==> src/sv/stramp_pkg.sv <==
// Shared types, constants and codes for the trapezoidal step ramp generator.
`timescale 1ns / 1ps

package stramp_pkg;

   localparam int MOTOR_LINES     = 8;
   localparam int STEP_COUNT_BITS = 24;

   localparam int SPEED_W  = 19;
   localparam int RAMP_W   = 16;
   localparam int LOAD_W   = 14;
   localparam int PERIOD_W = 20;
   localparam int CSR_IDX_W  = 2;
   localparam int CSR_DATA_W = 19;

   localparam int DIV_W     = 19;
   localparam int DIV_STEPS = DIV_W;
   localparam int DIV_CNT_W = $clog2(DIV_STEPS);

   localparam logic [DIV_W-1:0]    TICK_CLOCK = DIV_W'(400000);
   localparam logic [LOAD_W-1:0]   TIMER_SPAN = LOAD_W'(10000);
   localparam logic [LOAD_W-1:0]   RAMP_TOP   = LOAD_W'(1000);
   localparam logic [SPEED_W-1:0]  SLOW_HZ    = SPEED_W'(40);
   localparam logic [PERIOD_W-1:0] PERIOD_MAX = {PERIOD_W{1'b1}};
   localparam logic [PERIOD_W-1:0] PERIOD_START = PERIOD_W'(1000 * 256);

   localparam logic MODE_START = 1'b0;
   localparam logic MODE_TICK  = 1'b1;

   localparam logic [CSR_IDX_W-1:0] CSR_MAX_SPEED  = 2'd0;
   localparam logic [CSR_IDX_W-1:0] CSR_RAMP_STEPS = 2'd1;
   localparam logic [CSR_IDX_W-1:0] CSR_DRIVE_MASK = 2'd2;
   localparam logic [CSR_IDX_W-1:0] CSR_CHECK_MASK = 2'd3;

   typedef struct packed {
      logic                       mode;
      logic [STEP_COUNT_BITS-1:0] move_steps;
   } req_type;

   typedef struct packed {
      logic                       reload_valid;
      logic [LOAD_W-1:0]          timer_start_count;
      logic [MOTOR_LINES-1:0]     pulse_drive;
      logic [MOTOR_LINES-1:0]     pulse_check;
      logic                       moving;
      logic [STEP_COUNT_BITS-1:0] steps_remaining;
   } rsp_type;

   typedef struct packed {
      logic take_item;
      logic min_slow;
      logic div_go_speed;
      logic div_go_ramp;
      logic load_min;
      logic zero_step;
      logic load_step;
   } cmd_type;

   typedef struct packed {
      logic out_free;
      logic speed_slow;
      logic ramp_zero;
      logic min_ge_top;
      logic div_done;
   } sts_type;

endpackage

==> src/sv/stramp_div.sv <==
// Iterative restoring divider, one quotient bit per cycle.
`timescale 1ns / 1ps

module stramp_div (
   input  logic                       clock,
   input  logic                       reset,
   input  logic                       go,
   input  logic [stramp_pkg::DIV_W-1:0] dividend,
   input  logic [stramp_pkg::DIV_W-1:0] divisor,
   output logic                       done,
   output logic [stramp_pkg::DIV_W-1:0] quotient
);
   import stramp_pkg::*;

   logic                 busy_ff, busy_in;
   logic                 done_ff, done_in;
   logic [DIV_CNT_W-1:0] cnt_ff, cnt_in;
   logic [DIV_W-1:0]     quo_ff, quo_in;
   logic [DIV_W-1:0]     rem_ff, rem_in;
   logic [DIV_W-1:0]     dvs_ff, dvs_in;
   logic [DIV_W:0]       trial;
   logic                 fits;

   assign trial = {rem_ff, quo_ff[DIV_W-1]};
   assign fits  = trial >= {1'b0, dvs_ff};

   always_comb begin
      busy_in = busy_ff;
      done_in = 1'b0;
      cnt_in  = cnt_ff;
      quo_in  = quo_ff;
      rem_in  = rem_ff;
      dvs_in  = dvs_ff;
      if (go) begin
         busy_in = 1'b1;
         cnt_in  = '0;
         quo_in  = dividend;
         rem_in  = '0;
         dvs_in  = divisor;
      end else if (busy_ff) begin
         rem_in = fits ? DIV_W'(trial - {1'b0, dvs_ff}) : trial[DIV_W-1:0];
         quo_in = {quo_ff[DIV_W-2:0], fits};
         cnt_in = cnt_ff + 1'b1;
         if (cnt_ff == DIV_CNT_W'(DIV_STEPS - 1)) begin
            busy_in = 1'b0;
            done_in = 1'b1;
         end
      end
   end

   always_ff @(posedge clock) begin
      if (reset) begin
         busy_ff <= 1'b0;
         done_ff <= 1'b0;
         cnt_ff  <= '0;
      end else begin
         busy_ff <= busy_in;
         done_ff <= done_in;
         cnt_ff  <= cnt_in;
      end
      quo_ff <= quo_in;
      rem_ff <= rem_in;
      dvs_ff <= dvs_in;
   end

   assign done     = done_ff;
   assign quotient = quo_ff;

endmodule

==> src/sv/stramp_ctrl.sv <==
// Controller state machine: item handshake and the start-time division sequence.
`timescale 1ns / 1ps

module stramp_ctrl (
   input  logic                clock,
   input  logic                reset,
   input  logic                req_valid,
   input  logic                req_mode,
   output logic                req_ready,
   input  stramp_pkg::sts_type sts,
   output stramp_pkg::cmd_type cmd
);
   import stramp_pkg::*;

   localparam logic [2:0] S_IDLE    = 3'd0;
   localparam logic [2:0] S_SETUP   = 3'd1;
   localparam logic [2:0] S_DIV_SPD = 3'd2;
   localparam logic [2:0] S_CHECK   = 3'd3;
   localparam logic [2:0] S_DIV_RMP = 3'd4;

   logic [2:0] state_ff, state_in;

   assign req_ready = (state_ff == S_IDLE) && sts.out_free;

   always_comb begin
      state_in = state_ff;
      cmd      = '0;
      case (state_ff)
         S_IDLE: begin
            if (req_valid && req_ready) begin
               cmd.take_item = 1'b1;
               if (req_mode == MODE_START) begin
                  state_in = S_SETUP;
               end
            end
         end
         S_SETUP: begin
            if (sts.speed_slow) begin
               cmd.min_slow = 1'b1;
               state_in     = S_CHECK;
            end else begin
               cmd.div_go_speed = 1'b1;
               state_in         = S_DIV_SPD;
            end
         end
         S_DIV_SPD: begin
            if (sts.div_done) begin
               cmd.load_min = 1'b1;
               state_in     = S_CHECK;
            end
         end
         S_CHECK: begin
            if (sts.ramp_zero) begin
               state_in = S_IDLE;
            end else if (sts.min_ge_top) begin
               cmd.zero_step = 1'b1;
               state_in      = S_IDLE;
            end else begin
               cmd.div_go_ramp = 1'b1;
               state_in        = S_DIV_RMP;
            end
         end
         S_DIV_RMP: begin
            if (sts.div_done) begin
               cmd.load_step = 1'b1;
               state_in      = S_IDLE;
            end
         end
         default: begin
            state_in = S_IDLE;
         end
      endcase
   end

   always_ff @(posedge clock) begin
      if (reset) begin
         state_ff <= S_IDLE;
      end else begin
         state_ff <= state_in;
      end
   end

   // Items are only taken from the idle state.
   assert property (@(posedge clock) disable iff (reset)
      req_ready |-> state_ff == S_IDLE)
      else $error("item accepted outside idle");

   // A start item blocks the next item while its divisions run.
   assert property (@(posedge clock) disable iff (reset)
      (req_valid && req_ready && req_mode == MODE_START) |=> !req_ready)
      else $error("ready after start item");

   // A finished speed division always leads to the ramp check.
   assert property (@(posedge clock) disable iff (reset)
      (state_ff == S_DIV_SPD && sts.div_done) |=> state_ff == S_CHECK)
      else $error("speed division result lost");

   // The ramp division never starts while the minimum period is at or above the ramp top.
   assert property (@(posedge clock) disable iff (reset)
      cmd.div_go_ramp |-> (!sts.min_ge_top && !sts.ramp_zero))
      else $error("ramp division started without a ramp");

endmodule

==> src/sv/stramp_dpath.sv <==
// Datapath: registers, move state, tick arithmetic, divider and result register.
`timescale 1ns / 1ps

module stramp_dpath (
   input  logic                                clock,
   input  logic                                reset,
   input  stramp_pkg::cmd_type                 cmd,
   output stramp_pkg::sts_type                 sts,
   input  stramp_pkg::req_type                 req_data,
   output logic                                rsp_valid,
   input  logic                                rsp_ready,
   output stramp_pkg::rsp_type                 rsp_data,
   input  logic                                csr_valid,
   input  logic [stramp_pkg::CSR_IDX_W-1:0]    csr_index,
   input  logic [stramp_pkg::CSR_DATA_W-1:0]   csr_wdata,
   output logic                                csr_ready
);
   import stramp_pkg::*;

   localparam int CW = STEP_COUNT_BITS;

   logic [SPEED_W-1:0]     max_speed_ff;
   logic [RAMP_W-1:0]      ramp_steps_ff;
   logic [MOTOR_LINES-1:0] drive_mask_ff;
   logic [MOTOR_LINES-1:0] check_mask_ff;

   logic [CW-1:0]          accel_ff, accel_in;
   logic [CW-1:0]          cruise_ff, cruise_in;
   logic [CW-1:0]          decel_ff, decel_in;
   logic [CW-1:0]          total_ff, total_in;
   logic [PERIOD_W-1:0]    period_fixed_ff, period_fixed_in;
   logic [PERIOD_W-1:0]    period_step_ff, period_step_in;
   logic [LOAD_W-1:0]      min_period_ff, min_period_in;
   logic                   half_ff, half_in;
   logic [MOTOR_LINES-1:0] held_drive_ff, held_drive_in;
   logic [MOTOR_LINES-1:0] held_check_ff, held_check_in;
   logic [SPEED_W-1:0]     op_speed_ff;
   logic [RAMP_W-1:0]      op_ramp_ff;

   logic                   rsp_valid_ff, rsp_valid_in;
   rsp_type                rsp_ff, rsp_in;

   logic                   div_go;
   logic [DIV_W-1:0]       div_dividend;
   logic [DIV_W-1:0]       div_divisor;
   logic                   div_done;
   logic [DIV_W-1:0]       div_quotient;

   logic [LOAD_W-1:0]      ramp_load;
   logic [LOAD_W-1:0]      ramp_diff;
   logic [RAMP_W:0]        twice_ramp;
   logic                   stepped;
   logic                   high;

   assign csr_ready = 1'b1;

   always_ff @(posedge clock) begin
      if (reset) begin
         max_speed_ff  <= SPEED_W'(4000);
         ramp_steps_ff <= RAMP_W'(100);
         drive_mask_ff <= MOTOR_LINES'(1);
         check_mask_ff <= '0;
      end else if (csr_valid) begin
         case (csr_index)
            CSR_MAX_SPEED:  max_speed_ff  <= csr_wdata[SPEED_W-1:0];
            CSR_RAMP_STEPS: ramp_steps_ff <= csr_wdata[RAMP_W-1:0];
            CSR_DRIVE_MASK: drive_mask_ff <= csr_wdata[MOTOR_LINES-1:0];
            CSR_CHECK_MASK: check_mask_ff <= csr_wdata[MOTOR_LINES-1:0];
            default: ;
         endcase
      end
   end

   assign ramp_load  = TIMER_SPAN - LOAD_W'(period_fixed_ff[PERIOD_W-1:8]);
   assign ramp_diff  = RAMP_TOP - min_period_ff;
   assign twice_ramp = {ramp_steps_ff, 1'b0};
   assign high       = half_ff;

   assign div_go       = cmd.div_go_speed || cmd.div_go_ramp;
   assign div_dividend = cmd.div_go_ramp ? DIV_W'({ramp_diff[9:0], 8'b0}) : TICK_CLOCK;
   assign div_divisor  = cmd.div_go_ramp ? DIV_W'(op_ramp_ff) : DIV_W'(op_speed_ff);

   stramp_div u_div (
      .clock    (clock),
      .reset    (reset),
      .go       (div_go),
      .dividend (div_dividend),
      .divisor  (div_divisor),
      .done     (div_done),
      .quotient (div_quotient)
   );

   always_comb begin
      accel_in        = accel_ff;
      cruise_in       = cruise_ff;
      decel_in        = decel_ff;
      total_in        = total_ff;
      period_fixed_in = period_fixed_ff;
      period_step_in  = period_step_ff;
      min_period_in   = min_period_ff;
      half_in         = half_ff;
      held_drive_in   = held_drive_ff;
      held_check_in   = held_check_ff;
      rsp_in          = rsp_ff;
      rsp_valid_in    = rsp_valid_ff && !rsp_ready;
      stepped         = 1'b0;

      if (cmd.take_item) begin
         rsp_valid_in = 1'b1;
         rsp_in       = '0;
         if (req_data.mode == MODE_START) begin
            if (req_data.move_steps < CW'(twice_ramp)) begin
               accel_in  = {1'b0, req_data.move_steps[CW-1:1]};
               decel_in  = req_data.move_steps - {1'b0, req_data.move_steps[CW-1:1]};
               cruise_in = '0;
            end else begin
               accel_in  = CW'(ramp_steps_ff);
               decel_in  = CW'(ramp_steps_ff);
               cruise_in = req_data.move_steps - CW'(twice_ramp);
            end
            period_fixed_in     = PERIOD_START;
            total_in            = req_data.move_steps;
            held_drive_in       = drive_mask_ff;
            held_check_in       = check_mask_ff;
            rsp_in.reload_valid = 1'b1;
         end else begin
            if (accel_ff != '0) begin
               rsp_in.reload_valid      = 1'b1;
               rsp_in.timer_start_count = ramp_load;
               if (high) begin
                  accel_in        = accel_ff - 1'b1;
                  period_fixed_in = (period_fixed_ff > period_step_ff) ?
                                    period_fixed_ff - period_step_ff : '0;
                  stepped         = 1'b1;
               end
            end else if (cruise_ff != '0) begin
               rsp_in.reload_valid      = 1'b1;
               rsp_in.timer_start_count = TIMER_SPAN - min_period_ff;
               if (high) begin
                  cruise_in = cruise_ff - 1'b1;
                  stepped   = 1'b1;
               end
            end else if (decel_ff != '0) begin
               rsp_in.reload_valid      = 1'b1;
               rsp_in.timer_start_count = ramp_load;
               if (high) begin
                  decel_in        = decel_ff - 1'b1;
                  period_fixed_in = (period_step_ff > PERIOD_MAX - period_fixed_ff) ?
                                    PERIOD_MAX : period_fixed_ff + period_step_ff;
                  stepped         = 1'b1;
               end
            end
            if (stepped) begin
               if (total_ff != '0) begin
                  total_in = total_ff - 1'b1;
               end
               rsp_in.pulse_drive = held_drive_ff;
               rsp_in.pulse_check = held_check_ff;
            end
            half_in = !high;
         end
         rsp_in.moving          = (total_in != '0);
         rsp_in.steps_remaining = total_in;
      end

      if (cmd.min_slow) begin
         min_period_in = TIMER_SPAN;
      end else if (cmd.load_min) begin
         min_period_in = div_quotient[LOAD_W-1:0];
      end
      if (cmd.zero_step) begin
         period_step_in = '0;
      end else if (cmd.load_step) begin
         period_step_in = PERIOD_W'(div_quotient);
      end
   end

   always_ff @(posedge clock) begin
      if (reset) begin
         accel_ff        <= '0;
         cruise_ff       <= '0;
         decel_ff        <= '0;
         total_ff        <= '0;
         period_fixed_ff <= '0;
         period_step_ff  <= '0;
         min_period_ff   <= '0;
         half_ff         <= 1'b0;
         held_drive_ff   <= '0;
         held_check_ff   <= '0;
         rsp_valid_ff    <= 1'b0;
      end else begin
         accel_ff        <= accel_in;
         cruise_ff       <= cruise_in;
         decel_ff        <= decel_in;
         total_ff        <= total_in;
         period_fixed_ff <= period_fixed_in;
         period_step_ff  <= period_step_in;
         min_period_ff   <= min_period_in;
         half_ff         <= half_in;
         held_drive_ff   <= held_drive_in;
         held_check_ff   <= held_check_in;
         rsp_valid_ff    <= rsp_valid_in;
      end
      rsp_ff <= rsp_in;
      if (cmd.take_item && req_data.mode == MODE_START) begin
         op_speed_ff <= max_speed_ff;
         op_ramp_ff  <= ramp_steps_ff;
      end
   end

   assign sts.out_free   = !rsp_valid_ff || rsp_ready;
   assign sts.speed_slow = op_speed_ff < SLOW_HZ;
   assign sts.ramp_zero  = (op_ramp_ff == '0);
   assign sts.min_ge_top = min_period_ff >= RAMP_TOP;
   assign sts.div_done   = div_done;

   assign rsp_valid = rsp_valid_ff;
   assign rsp_data  = rsp_ff;

endmodule

==> src/sv/stepper_trapezoid_ramp.sv <==
// Top level of the trapezoidal step ramp generator: controller plus datapath.
//
//   Channel  Ports                          Direction  Carries
//   req      req_valid/req_ready/req_data   in         start or tick item
//   rsp      rsp_valid/rsp_ready/rsp_data   out        one result item per input item
//   csr      csr_valid/csr_ready/csr_index  in         register write, data on csr_wdata
//
// A tick item's result is registered at the same edge that takes the item.
// A start item returns its result at once, then the block takes no item while one
// shared bit-serial divider computes the cruise period and then the ramp period delta,
// 19 iterations each; a slow speed or a missing ramp skips one or both.
// Reset is synchronous and clears all move state.
// A waiting result blocks the next item only until rsp_ready takes it.
`timescale 1ns / 1ps

module stepper_trapezoid_ramp (
   input  logic                              clock,
   input  logic                              reset,
   input  logic                              req_valid,
   output logic                              req_ready,
   input  stramp_pkg::req_type               req_data,
   output logic                              rsp_valid,
   input  logic                              rsp_ready,
   output stramp_pkg::rsp_type               rsp_data,
   input  logic                              csr_valid,
   output logic                              csr_ready,
   input  logic [stramp_pkg::CSR_IDX_W-1:0]  csr_index,
   input  logic [stramp_pkg::CSR_DATA_W-1:0] csr_wdata
);
   import stramp_pkg::*;

   cmd_type cmd;
   sts_type sts;

   stramp_ctrl u_ctrl (
      .clock     (clock),
      .reset     (reset),
      .req_valid (req_valid),
      .req_mode  (req_data.mode),
      .req_ready (req_ready),
      .sts       (sts),
      .cmd       (cmd)
   );

   stramp_dpath u_dpath (
      .clock     (clock),
      .reset     (reset),
      .cmd       (cmd),
      .sts       (sts),
      .req_data  (req_data),
      .rsp_valid (rsp_valid),
      .rsp_ready (rsp_ready),
      .rsp_data  (rsp_data),
      .csr_valid (csr_valid),
      .csr_index (csr_index),
      .csr_wdata (csr_wdata),
      .csr_ready (csr_ready)
   );

endmodule
==> config.mk <==
export PLATFORM = sky130hd
export DESIGN_NAME = stepper_trapezoid_ramp
export DESIGN_NICKNAME = d
export VERILOG_FILES = /design/src/sv/stramp_pkg.sv /design/src/sv/stramp_div.sv /design/src/sv/stramp_ctrl.sv /design/src/sv/stramp_dpath.sv /design/src/sv/stepper_trapezoid_ramp.sv
export SDC_FILE = /design/constraint.sdc
export NUM_CORES = 1
export LEC_CHECK = 0
export BUFFER_PORTS_ARGS = -buffer_cell sky130_fd_sc_hd__buf_2
export CORE_ASPECT_RATIO = 0.5
export CORE_UTILIZATION = 45
export CTS_BUF_LIST = sky130_fd_sc_hd__clkbuf_8
export CTS_CLUSTER_SIZE = 14
export DETAILED_ROUTE_END_ITERATION = 8
export PLACE_DENSITY = 0.69
export SYNTH_ARGS = -nofsm -noshare
export SYNTH_HDL_FRONTEND = slang
export SYNTH_SLANG_ARGS = --single-unit
==> constraint.sdc <==
create_clock -name clock -period 3.3 [get_ports clock]
set_clock_uncertainty 0.15 [all_clocks]
set_input_delay 0.495 -clock clock [delete_from_list [all_inputs] [get_ports clock]]
set_output_delay 0.495 -clock clock [all_outputs]
set_load 0.05 [all_outputs]
Yosys cells after proc, flatten, opt, wreduce, memory -nomap -nowiden
Index checks and enable logic that the tools add are counted.
Word-level totals
  input port bits: 51
  register bits: 376
Operators by class
  muxes and demuxes: 70
  magnitude comparators: 6
  $add $sub $neg: 14
  equality and inequality tests: 20
  bitwise operators: 2
  reduce and logical (&&, ||, !) cells: 36
Operators with widths (number)
  two-way mux 24 bit: 18
  two-way mux 20 bit: 8
  nonzero test 24 bit: 5
  subtractor 24 x 1 -> 24 bit, second input constant: 4
  two-way mux 19 bit: 4
  two-way mux 14 bit: 4
  two-way mux 1 bit: 25
  < comparator 24 x 17 -> 1 bit: 1
  subtractor 24 x 17 -> 24 bit: 1
  subtractor 24 x 23 -> 24 bit: 1
  two-way mux 23 bit: 1
  adder 20 x 19 -> 20 bit: 1
  >= comparator 20 x 19 -> 1 bit: 1
  > comparator 19 x 20 -> 1 bit: 1
  > comparator 20 x 19 -> 1 bit: 1
  subtractor 20 x 19 -> 20 bit: 1
  subtractor 20 bit, first input constant: 1
  < comparator 19 x 6 -> 1 bit, second input constant: 1
  subtractor 19 bit: 1
  two-way mux 3 bit: 6
  zero test 16 bit: 1
  two-way mux 16 bit: 1
  two-way mux 15 bit: 1
  case mux 3 bit (5 select lines): 1
  other kinds (29): 58

Longest topological paths before layout
Gate-level depths: netlist of run 1.
  depth in word-level cells: 11
  gate-level depth with buffers: 14

By module
A second synthesis of run 1 with hierarchy kept.
Second synthesis, totals
  cell total of the unflattened synthesis: 2674
  area, all modules: 22775.6 um^2
By module, submodules not included
  stramp_dpath: cells an instance 2307, area an instance 18846.8 um^2, seq. area each 7096.8 um^2, instances 1
  stramp_div: cells an instance 341, area an instance 3701.0 um^2, seq. area each 1661.6 um^2, instances 1
  stramp_ctrl: cells an instance 26, area an instance 227.7 um^2, seq. area each 60.1 um^2, instances 1

Worst setup path before layout of run 1
Ideal clock, no wire load.
  path kind: register to register
  from: reg u_dpath.rsp_valid_ff, in the netlist u_dpath.rsp_valid
  to: reg u_dpath.rsp_ff (netlist bit u_dpath.rsp_data[0]), enable pin
  arrival: 4588 ps
  period minus slack after synthesis: 5180 ps
  slack: -1880 ps
  cell stages (with the launch flop): 6
  buffers on the path: 1
  path through: dfxtp_1 -> nor2b_1 -> nor4_1 -> nand2_1 -> inv_2 -> buf_1
RTL lines
  start: declaration: RTL line stramp_dpath.sv:40  | logic rsp_valid_ff, rsp_valid_in;
  start signal: assignment: RTL line stramp_dpath.sv:202  | rsp_valid_ff <= rsp_valid_in;
  end signal: assignment: RTL line stramp_dpath.sv:204  | rsp_ff <= rsp_in;
  end: declaration: RTL line stramp_dpath.sv:41  | rsp_type rsp_ff, rsp_in;

Final worst setup path of run 1
  from: reg u_dpath.total_ff[4]
  to: reg u_dpath.rsp_ff (netlist bit u_dpath.rsp_data[24]), data pin
On the way
  word-level cells in the longest chain between the ends: 6
  elaborated cells on any way between the ends: 7
Ends and longest elaborated chain
  start: declaration: RTL line stramp_dpath.sv:30  | logic [CW-1:0] total_ff, total_in;
  start signal: assignment: RTL line stramp_dpath.sv:195  | total_ff <= total_in;
  subtractor 24 x 1 -> 24 bit / nonzero test 24 bit (equally long branches): RTL line stramp_dpath.sv:155, stramp_dpath.sv:154
  two-way mux 24 bit: RTL line stramp_dpath.sv:154  | if (total_ff != '0) begin
  two-way mux 24 bit (*): RTL line stramp_dpath.sv:153  | if (stepped) begin
  two-way mux 24 bit (*): RTL line stramp_dpath.sv:111  | if (req_data.mode == MODE_START) begin
  two-way mux 24 bit (*): RTL line stramp_dpath.sv:108  | if (cmd.take_item) begin
  nonzero test 24 bit (*): RTL line stramp_dpath.sv:162  | rsp_in.moving = (total_in != '0);
Mark *: on every way between the ends. The rest lies on a longest branch, timed or not. The select of a mux whose other input is x is not followed.
A chain may end at the register's enable or synchronous reset.

==> results of run 1 <==
## flip-flops by register name, indices dropped and copies added, names as in the netlist, 14 cells and up
name,cells
u_dpath.rsp_data,56
u_dpath.accel_ff,24
u_dpath.cruise_ff,24
u_dpath.decel_ff,24
u_dpath.total_ff,24
u_dpath.period_fixed_ff,20
u_dpath.max_speed_ff,19
u_dpath.op_speed_ff,19
u_dpath.period_step_ff,19
u_dpath.u_div.dvs_ff,19
u_dpath.u_div.quotient,19
u_dpath.u_div.rem_ff,19
u_dpath.op_ramp_ff,16
u_dpath.ramp_steps_ff,16
u_dpath.min_period_ff,14
## routing by layer
metal / up-vias / global-route usage [%] / part of all wire [%]
li1: 10476 / - / -
met1: 10229 / 35.25 / 45
met2: 732 / 42.30 / 45
met3: 155 / 3.944 / 6.5
met4: 0 / 9.464 / 3.5
met5: - / 0 / 0
## synth_stat cells (39+ instances only)
master	count
clkbuf_1	120
ha_1	113
xnor2_1	62
nor4_1	39
a21oi_1	294
nand2_1	423
nand3_1	66
o21ai_0	178
inv_1	148
nor3_1	89
edfxtp_1	129
dfxtp_1	247
nor2_1	217
## layout make-up
| type | instances | share of cell area [%] |
|---|---|---|
| multi-input cells | 2086 | 47.76 |
| flip-flops and latches | 376 | 32.84 |
| inverters | 150 | 2.100 |
| repair buffers | 369 | 9.807 |
| clock buffers | 62 | 3.176 |
| clock inverters | 42 | 1.281 |
| well taps | 649 | 3.022 |
| diodes | 1 | 0.009314 |
## power breakdown
part           internal (mW)  switching, mW  total, mW
logic                   2.71           4.08       6.79
registers               5.43          0.392       5.82
clock network           2.20           1.97       4.17
total                   10.3           6.43       16.8
## timing repair
item,4_1_cts,5_1_grt
setup buffers,0,3
pin swaps,2,9
gates cloned,0,1
resized for setup,9,49
hold buffers,16,0
setup endpoints to repair,6,51
endpoints found under the hold margin,33,0
## stage by stage
step                      setup slack [ps]  TNS [ps]  hold WS [ps]  total power [mW]  area (um2)
after detailed placement            -171.2    -793.0         265.8             12.40       25220
after floorplan                      38.22         0         258.1             10.30       22540
after global routing                -77.64    -133.1         18.92             17.74       26870
final                               -3.200    -3.200         28.73             16.78       26870
after CTS                            1.524         0        0.1434             16.61       26620
after global placement              -187.4     -1197         264.2             12.28       25220
## cells by family after synthesis
family,count (synthesis),share of synthesized area (%)
other cells,1,0.01666
flops,376,39.19
fa+ha+maj,118,6.727
mux,43,2.007
compound gates,776,21.19
simple gates,1057,22.37
buf+inv,295,5.004
xor+xnor,90,3.503
## worst max-delay path, stage by stage, from the launching register on
cell and delay, ps:
dfxtp_2 320, or4_4 570, nand2b_4 190, or2_4 240
or3_4 430, o41ai_2 210, a31o_1 220, nand4_1 110
nor4_2 370, buf_4 180, nand4_1 70
## path summary, 6_finish.rpt
check | startpoint | to | slack (ps) | depth (start not counted)
worst max-delay path | u_dpath.total_ff[4] | u_dpath.rsp_data[24] | -3 | 10
worst min-delay path | csr_wdata[7] | u_dpath.drive_mask_ff[7] | 30 | 3
worst max register to register | u_dpath.total_ff[4] | u_dpath.rsp_data[24] | -3 | 10
worst min register to register | u_dpath.max_speed_ff[1] | u_dpath.op_speed_ff[1] | 280 | 0
==> flow_summary.ini, run 1 <==
[logic_synthesis]
ys_types = 94
ys_seq_elements = 376
syn_area_um2 = 22500
synth_cells = 2756
yosysTopAreaCell = dfxtp_1
syn-num-nets = 2925
synth-main-ff-cell = dfxtp_1
yosysWarnings = 0
synthTopCellsByArea = dfxtp_1, edfxtp_1, nand2_1, a21oi_1, ha_1
synthArstFlopShare_pct = 0
avgSynthCellArea_um2 = 8.165
synth_edf_count = 129
yosysTopAreaCellShare_pct = 21.97
ys_seq_area_share_pct = 39.19

[die]
die_height_um = 160.1
die_w_um = 318.3
die_area_um2 = 50960
io_pins = 110
coreArea_um2 = 48920
initial_core_util_pct = 46.00
row_count = 57

[timing]
tightest_slew_ps = 982.4
finalCritPeriodShare_pct = 100.1
setup-violations-final = 1
post-route-min-period_ps = 3303
max_freq_mhz = 302.7
slew_headroom_pct = 34.51
rsz0062_at_grt = yes
hold_viol = 0
setup_ws_ps = -3.200
slew_violations = 0

[global_routing]
grt_overflow = 0
grt_usage_pct = 26.07
grt_max_degree = 162
grt_pass1_wl_um = 107800
antenna_found_initial = 1
grt_pass1_vias = 20227

[cells_and_area]
fill_cells = 4560
layout.cells.non_filler = 3735
area_growth_pct = 19.39
drive_gt1_share_pct = 17.28
multi_input_area_um2 = 12830
layout_common_cells = nand2_1, a21oi_1, dfxtp_1, buf_4, nor2_1
seqCellArea_um2 = 8823
nNetsFinal = 3207
layout.cells.most_common = nand2_1
final_core_util_pct = 54.92

[clock_tree]
cts_max_path_buffers = 3
numCtsBuffers = 55
htreeDepth = 2
cts_tree = yes
clock-sinks = 376
cts_root_buffer = clkbuf_8
path_clk_slew_ps = 80
clock_latency_ps = 650

[drt]
wl_um = 68060
wl_per_cell_um = 18.22
drc = 0
vias = 21592
first_pass_iters = 7
drt_iter0_drc = 1772
vias_per_cell = 5.781
ant_nets = 0

[power_and_ir_drop]
ir_drop_uv = 355.3
power_density_nw_per_um2 = 624.6
power.leakage_nw = 10.80

[placement]
dpl.cell_count = 3610
place_congestion = 0.9423
port_buffers = 108
hpwl_um = 50100

[setup_path]
cp-start-kind = register
arrival_ps = 3550
cp_max_fo = 6
crit_type = register to register
endpoint_kind = register
critPathRequiredTime_ps = 3550

[hold_path]
hold_path_class = primary input to register

[run_status]
violations = setup timing
status = complete, but fails checks

[job]
max-cap-violations = 0
Note: power is estimated with default switching activity, not from simulation.
==> run 2, diff against run 1 <==
--- a/config.mk
+++ b/config.mk
@@ -8,7 +8,6 @@
 export BUFFER_PORTS_ARGS = -buffer_cell sky130_fd_sc_hd__buf_2
 export CORE_ASPECT_RATIO = 0.5
 export CORE_UTILIZATION = 45
-export CTS_BUF_LIST = sky130_fd_sc_hd__clkbuf_8
 export CTS_CLUSTER_SIZE = 14
 export DETAILED_ROUTE_END_ITERATION = 8
 export PLACE_DENSITY = 0.69
==> flow_summary.ini, run 2 (same netlist as run 1, synthesis figures left out) <==
[clock_tree]
clock_latency_ps = 560
htreeDepth = 2
hold_buffers = 0
cts_tree = yes
clock-sinks = 376
cts_root_buffer = clkbuf_16
numCtsBuffers = 37
path_clk_slew_ps = 70
cts_max_path_buffers = 3

[placement]
port_buffers = 108
hpwl_um = 50100
dpl.cell_count = 3610
place_congestion = 0.9423
dp_slack_ps = -171.2
dpl-instance-area_um2 = 25220

[timing]
hold_viol = 0
tightest_slew_ps = 985.1
max_freq_mhz = 307.3
finalCritPeriodShare_pct = 98.60
slew_violations = 0
rsz0062_at_grt = yes
whs_ps = 38.49
post-route-min-period_ps = 3254
setup-violations-final = 0
slew_headroom_pct = 34.32
setup_ws_ps = 46.23

[drt]
wl_per_cell_um = 18.35
wl_um = 67570
drt_iter0_drc = 1848
vias = 21383
first_pass_iters = 5
drc = 0
vias_per_cell = 5.807
ant_nets = 0

[cells_and_area]
area_growth_pct = 18.59
final_core_util_pct = 54.55
nNetsFinal = 3175
fill_cells = 4546
largest_reg_flops = 56
finalInstanceArea_um2 = 26690
diodes = 0
layout.cells.non_filler = 3682
layout.cells.most_common = nand2_1
drive_gt1_share_pct = 16.82
layout_common_cells = nand2_1, a21oi_1, dfxtp_1, buf_4, nor2_1

[setup_path]
crit_start = u_dpath.period_fixed_ff[8]
cp-start-kind = register
critPathRequiredTime_ps = 3600
endpoint_kind = register
r2r-end = u_dpath.period_fixed_ff[17]
cp_max_fo = 9
rrSetupSlack_ps = 50
crit_type = register to register
arrival_ps = 3550
crit_end = u_dpath.period_fixed_ff[17]
reg2reg_from = u_dpath.period_fixed_ff[8]
rr_worst_depth = 12

[die]
row_count = 57
die_w_um = 318.3
die_height_um = 160.1
die_area_um2 = 50960
initial_core_util_pct = 46.00
io_pins = 110
coreArea_um2 = 48920

[global_routing]
grt_pass1_wl_um = 106900
grt_pass1_vias = 20019
grt_overflow = 0
grt_max_degree = 162
grt_usage_pct = 25.79
antenna_found_initial = 0

[power_and_ir_drop]
power.leakage_nw = 10.65
ir_drop_uv = 325.0
power_density_nw_per_um2 = 628.9

[hold_path]
hold_path_class = primary input to register

[run_status]
status = finished clean

[job]
max-cap-violations = 0
[run 2: repair_timing]
item / in CTS / in global routing
hold endpoints to repair: 0 / 0
resized for setup: 9 / 50
pin swaps: 2 / 10
buffers inserted: 0 / 5
cloned: 0 / 1
setup endpoints to repair: 8 / 52
[run 2: power by group]
group / switching [mW] / leakage, nW / internal, mW
clock: 1.89 / 0.558 / 2.27
sequential: 0.394 / 3.23 / 5.43
combinational: 4.09 / 6.86 / 2.71
[run 2: critical path, stage by stage, from the launching register on]
cell and delay (ps):
dfxtp_1 480, ha_1 310, buf_4 180, nand4_1 130, nor3_1 60, a21o_1 230
o41a_1 420, a311oi_1 320, buf_4 190, o21bai_1 80, xnor2_1 140, o21a_1 170
o41ai_1 290
[run 2: metal layers]
layer | routed length [um] | up-vias | GRT usage (%)
met5 | 0 | - | 0
met4 | 2329 | 0 | 9.157
met3 | 4210 | 140 | 3.678
met2 | 30510 | 701 | 42.02
met1 | 30520 | 10139 | 34.95
li1 | - | 10403 | -
[run 2: layout make-up]
cell class                      count  area [um2]  share of cell area, %
Multi-Input combinational cell   2086       12860                  48.20
Sequential cell                   376        8820                  33.05
Timing Repair Buffer              355        2490                  9.330
Clock buffer                       47       973.4                  3.647
Tap cell                          649       812.0                  3.043
Inverter                          150       564.3                  2.114
Clock inverter                     19       163.9                 0.6142
[run 2: how the worst min path moves through the flow]
stage	startpoint	end	depth (start not counted)
finish	csr_wdata[16]	u_dpath.max_speed_ff[16]	3
floorplan	u_dpath.max_speed_ff[0]	u_dpath.op_speed_ff[0]	0
global placement	u_dpath.max_speed_ff[11]	u_dpath.op_speed_ff[11]	0
global route	csr_wdata[18]	u_dpath.max_speed_ff[18]	3
CTS	csr_wdata[16]	u_dpath.max_speed_ff[16]	3
detailed placement	u_dpath.max_speed_ff[1]	u_dpath.op_speed_ff[1]	0
[run 2: per-stage QoR]
| step | TNS [ps] | power [mW] |
|---|---|---|
| final | 0 | 16.78 |
| after global routing | -122.4 | 17.72 |
| after CTS | 0 | 16.58 |
| after detailed placement | -793.0 | 12.40 |
| after global placement | -1197 | 12.28 |
| after floorplan | 0 | 10.30 |
==> run 3, diff against run 2 <==
--- a/config.mk
+++ b/config.mk
@@ -8,9 +8,10 @@
 export BUFFER_PORTS_ARGS = -buffer_cell sky130_fd_sc_hd__buf_2
 export CORE_ASPECT_RATIO = 0.5
 export CORE_UTILIZATION = 45
+export CTS_BUF_LIST = sky130_fd_sc_hd__clkbuf_16
 export CTS_CLUSTER_SIZE = 14
 export DETAILED_ROUTE_END_ITERATION = 8
-export PLACE_DENSITY = 0.69
+export PLACE_DENSITY = 0.67
 export SYNTH_ARGS = -nofsm -noshare
 export SYNTH_HDL_FRONTEND = slang
 export SYNTH_SLANG_ARGS = --single-unit
==> constraint.sdc (replaced) <==
create_clock -name clock -period 3.8 [get_ports clock]
set_clock_uncertainty 0.15 [all_clocks]
set_input_delay 0.57 -clock clock [delete_from_list [all_inputs] [get_ports clock]]
set_output_delay 0.57 -clock clock [all_outputs]
set_load 0.05 [all_outputs]
==> flow_summary.ini, run 3 (same netlist as run 1, synthesis figures left out) <==
[global_routing]
grt_usage_pct = 25.44
grt_pass1_vias = 19332
grt_overflow = 0
grt_use_met2_pct = 41.36
gr-usage-met1_pct = 34.89
grt_busiest_layer = met2
met3_usage_pct = 3.830
grt_max_degree = 162
grt_pass1_wl_um = 105500
antenna_found_initial = 0

[die]
initial_core_util_pct = 46.00
die_w_um = 318.3
coreArea_um2 = 48920
die_height_um = 160.1
io_pins = 110
row_count = 57
die_area_um2 = 50960

[timing]
rsz0062_at_grt = no
hold_viol = 0
max_freq_mhz = 277.3
slew_violations = 0
slew_headroom_pct = 22.08
finalCritPeriodShare_pct = 94.90
fin_tns_setup_ps = 0
post-route-min-period_ps = 3606
tightest_slew_ps = 1164
setup-violations-final = 0

[hold_path]
hold_path_class = primary input to register

[setup_path]
crit_type = register to register
endpoint_kind = register
path_delay_family = simple AND/OR/NAND/NOR gates
cp_cell_sequence = or4_4 > nand2b_4 > or2_0 > or3_4 > o41ai_1 > a31o_1 > nand4_1 > nor4_2 > nand4_1
critPathRequiredTime_ps = 3920
cpMaxStageDelayCell = or4_4
rrSetupSlack_ps = 190
worst-path-buf-inv = 0
crit_top_cell = nand4_1
arrival_ps = 3730
max_stage_delay_ps = 590
cp_max_fo = 11
cp-start-kind = register

[placement]
place_congestion = 0.8959
port_buffers = 108
dpl-instance-area_um2 = 24030
hpwl_um = 48040

[cells_and_area]
layout.cells.most_common = nand2_1
nNetsFinal = 3012
largest_reg_flops = 56
finalInstanceArea_um2 = 25270
final_core_util_pct = 51.64
diodes = 0
drive_gt1_share_pct = 10.69
layout_common_cells = nand2_1, a21oi_1, dfxtp_1, nor2_1, o21ai_0
area_growth_pct = 12.28

[drt]
ant_nets = 0
vias = 20779
drc = 0
drt_iter0_drc = 1718
vias_per_cell = 5.901
wl_per_cell_um = 18.71
wl_um = 65880
first_pass_iters = 7

[clock_tree]
cts_root_buffer = clkbuf_16
clock_latency_ps = 560
clock-sinks = 376
path_clk_slew_ps = 60
htreeDepth = 2
cts_max_path_buffers = 3
numCtsBuffers = 37
hold_buffers = 0
post_cts_buffers = 0
cts_tree = yes

[power_and_ir_drop]
ir_drop_uv = 272.9
power.leakage_nw = 9.821
p_total_mw = 14.26
power_density_nw_per_um2 = 564.3

[job]
max-cap-violations = 0

[run_status]
status = finished clean
run 3: cell types whose count changed in the layout (fill, tap and decap cells not counted), sizes merged:
cell      previous run  this run
buf                355       193
bufinv               2         4
clkbuf              47        39
clkinv              13        11
clkinvlp             2         1
inv                152       163
or3                 22        21
run 3: worst paths after layout:
check | from | endpoint | cells past startpoint
max reg2reg | u_dpath.total_ff[4] | u_dpath.rsp_data[24] | 9
min | csr_wdata[8] | u_dpath.max_speed_ff[8] | 3
max | u_dpath.total_ff[4] | u_dpath.rsp_data[24] | 9
min reg2reg | u_dpath.max_speed_ff[10] | u_dpath.op_speed_ff[10] | 0
run 3: final cells by class:
type / count / area (um2)
Fill cell: 4661 / 23660
Multi-Input combinational cell: 2085 / 12600
Sequential cell: 376 / 8818
Timing Repair Buffer: 193 / 1259
Clock buffer: 39 / 975.9
Tap cell: 649 / 812.0
Inverter: 150 / 564.3
Clock inverter: 29 / 236.5
run 3: what timing repair did:
action | in CTS | in global routing
gates resized for setup | 0 | 4
hold endpoints to repair | 0 | 0
setup endpoints to repair | 0 | 18
run 3: where the power goes:
group,switching [mW],internal (mW)
sequential,0.383,4.71
combinational,3.37,2.00
clock,1.66,2.13
total,5.41,8.85
run 3: through the flow:
step	hold WS, ps	instances	setup WS, ps
CTS	64.68	3521	39.20
detailed placement	266.0	3453	55.37
global route	108.1	3521	21.25
floorplan	258.1	2756	166.7
global placement	263.3	3453	163.5
finish	84.78	3521	193.9
run 3: metal layers:
metal	up-vias	routed length, um
met5	-	0
met3	121	4390
li1	10080	-
met4	0	1934
met2	695	29950
met1	9883	29610
run 3: worst register-to-register path: stages (launching register included):
cell and delay (ps):
dfxtp_1 360, or4_4 590, nand2b_4 180, or2_0 360, or3_4 520, o41ai_1 260, a31o_1 240, nand4_1 110
nor4_2 420, nand4_1 150
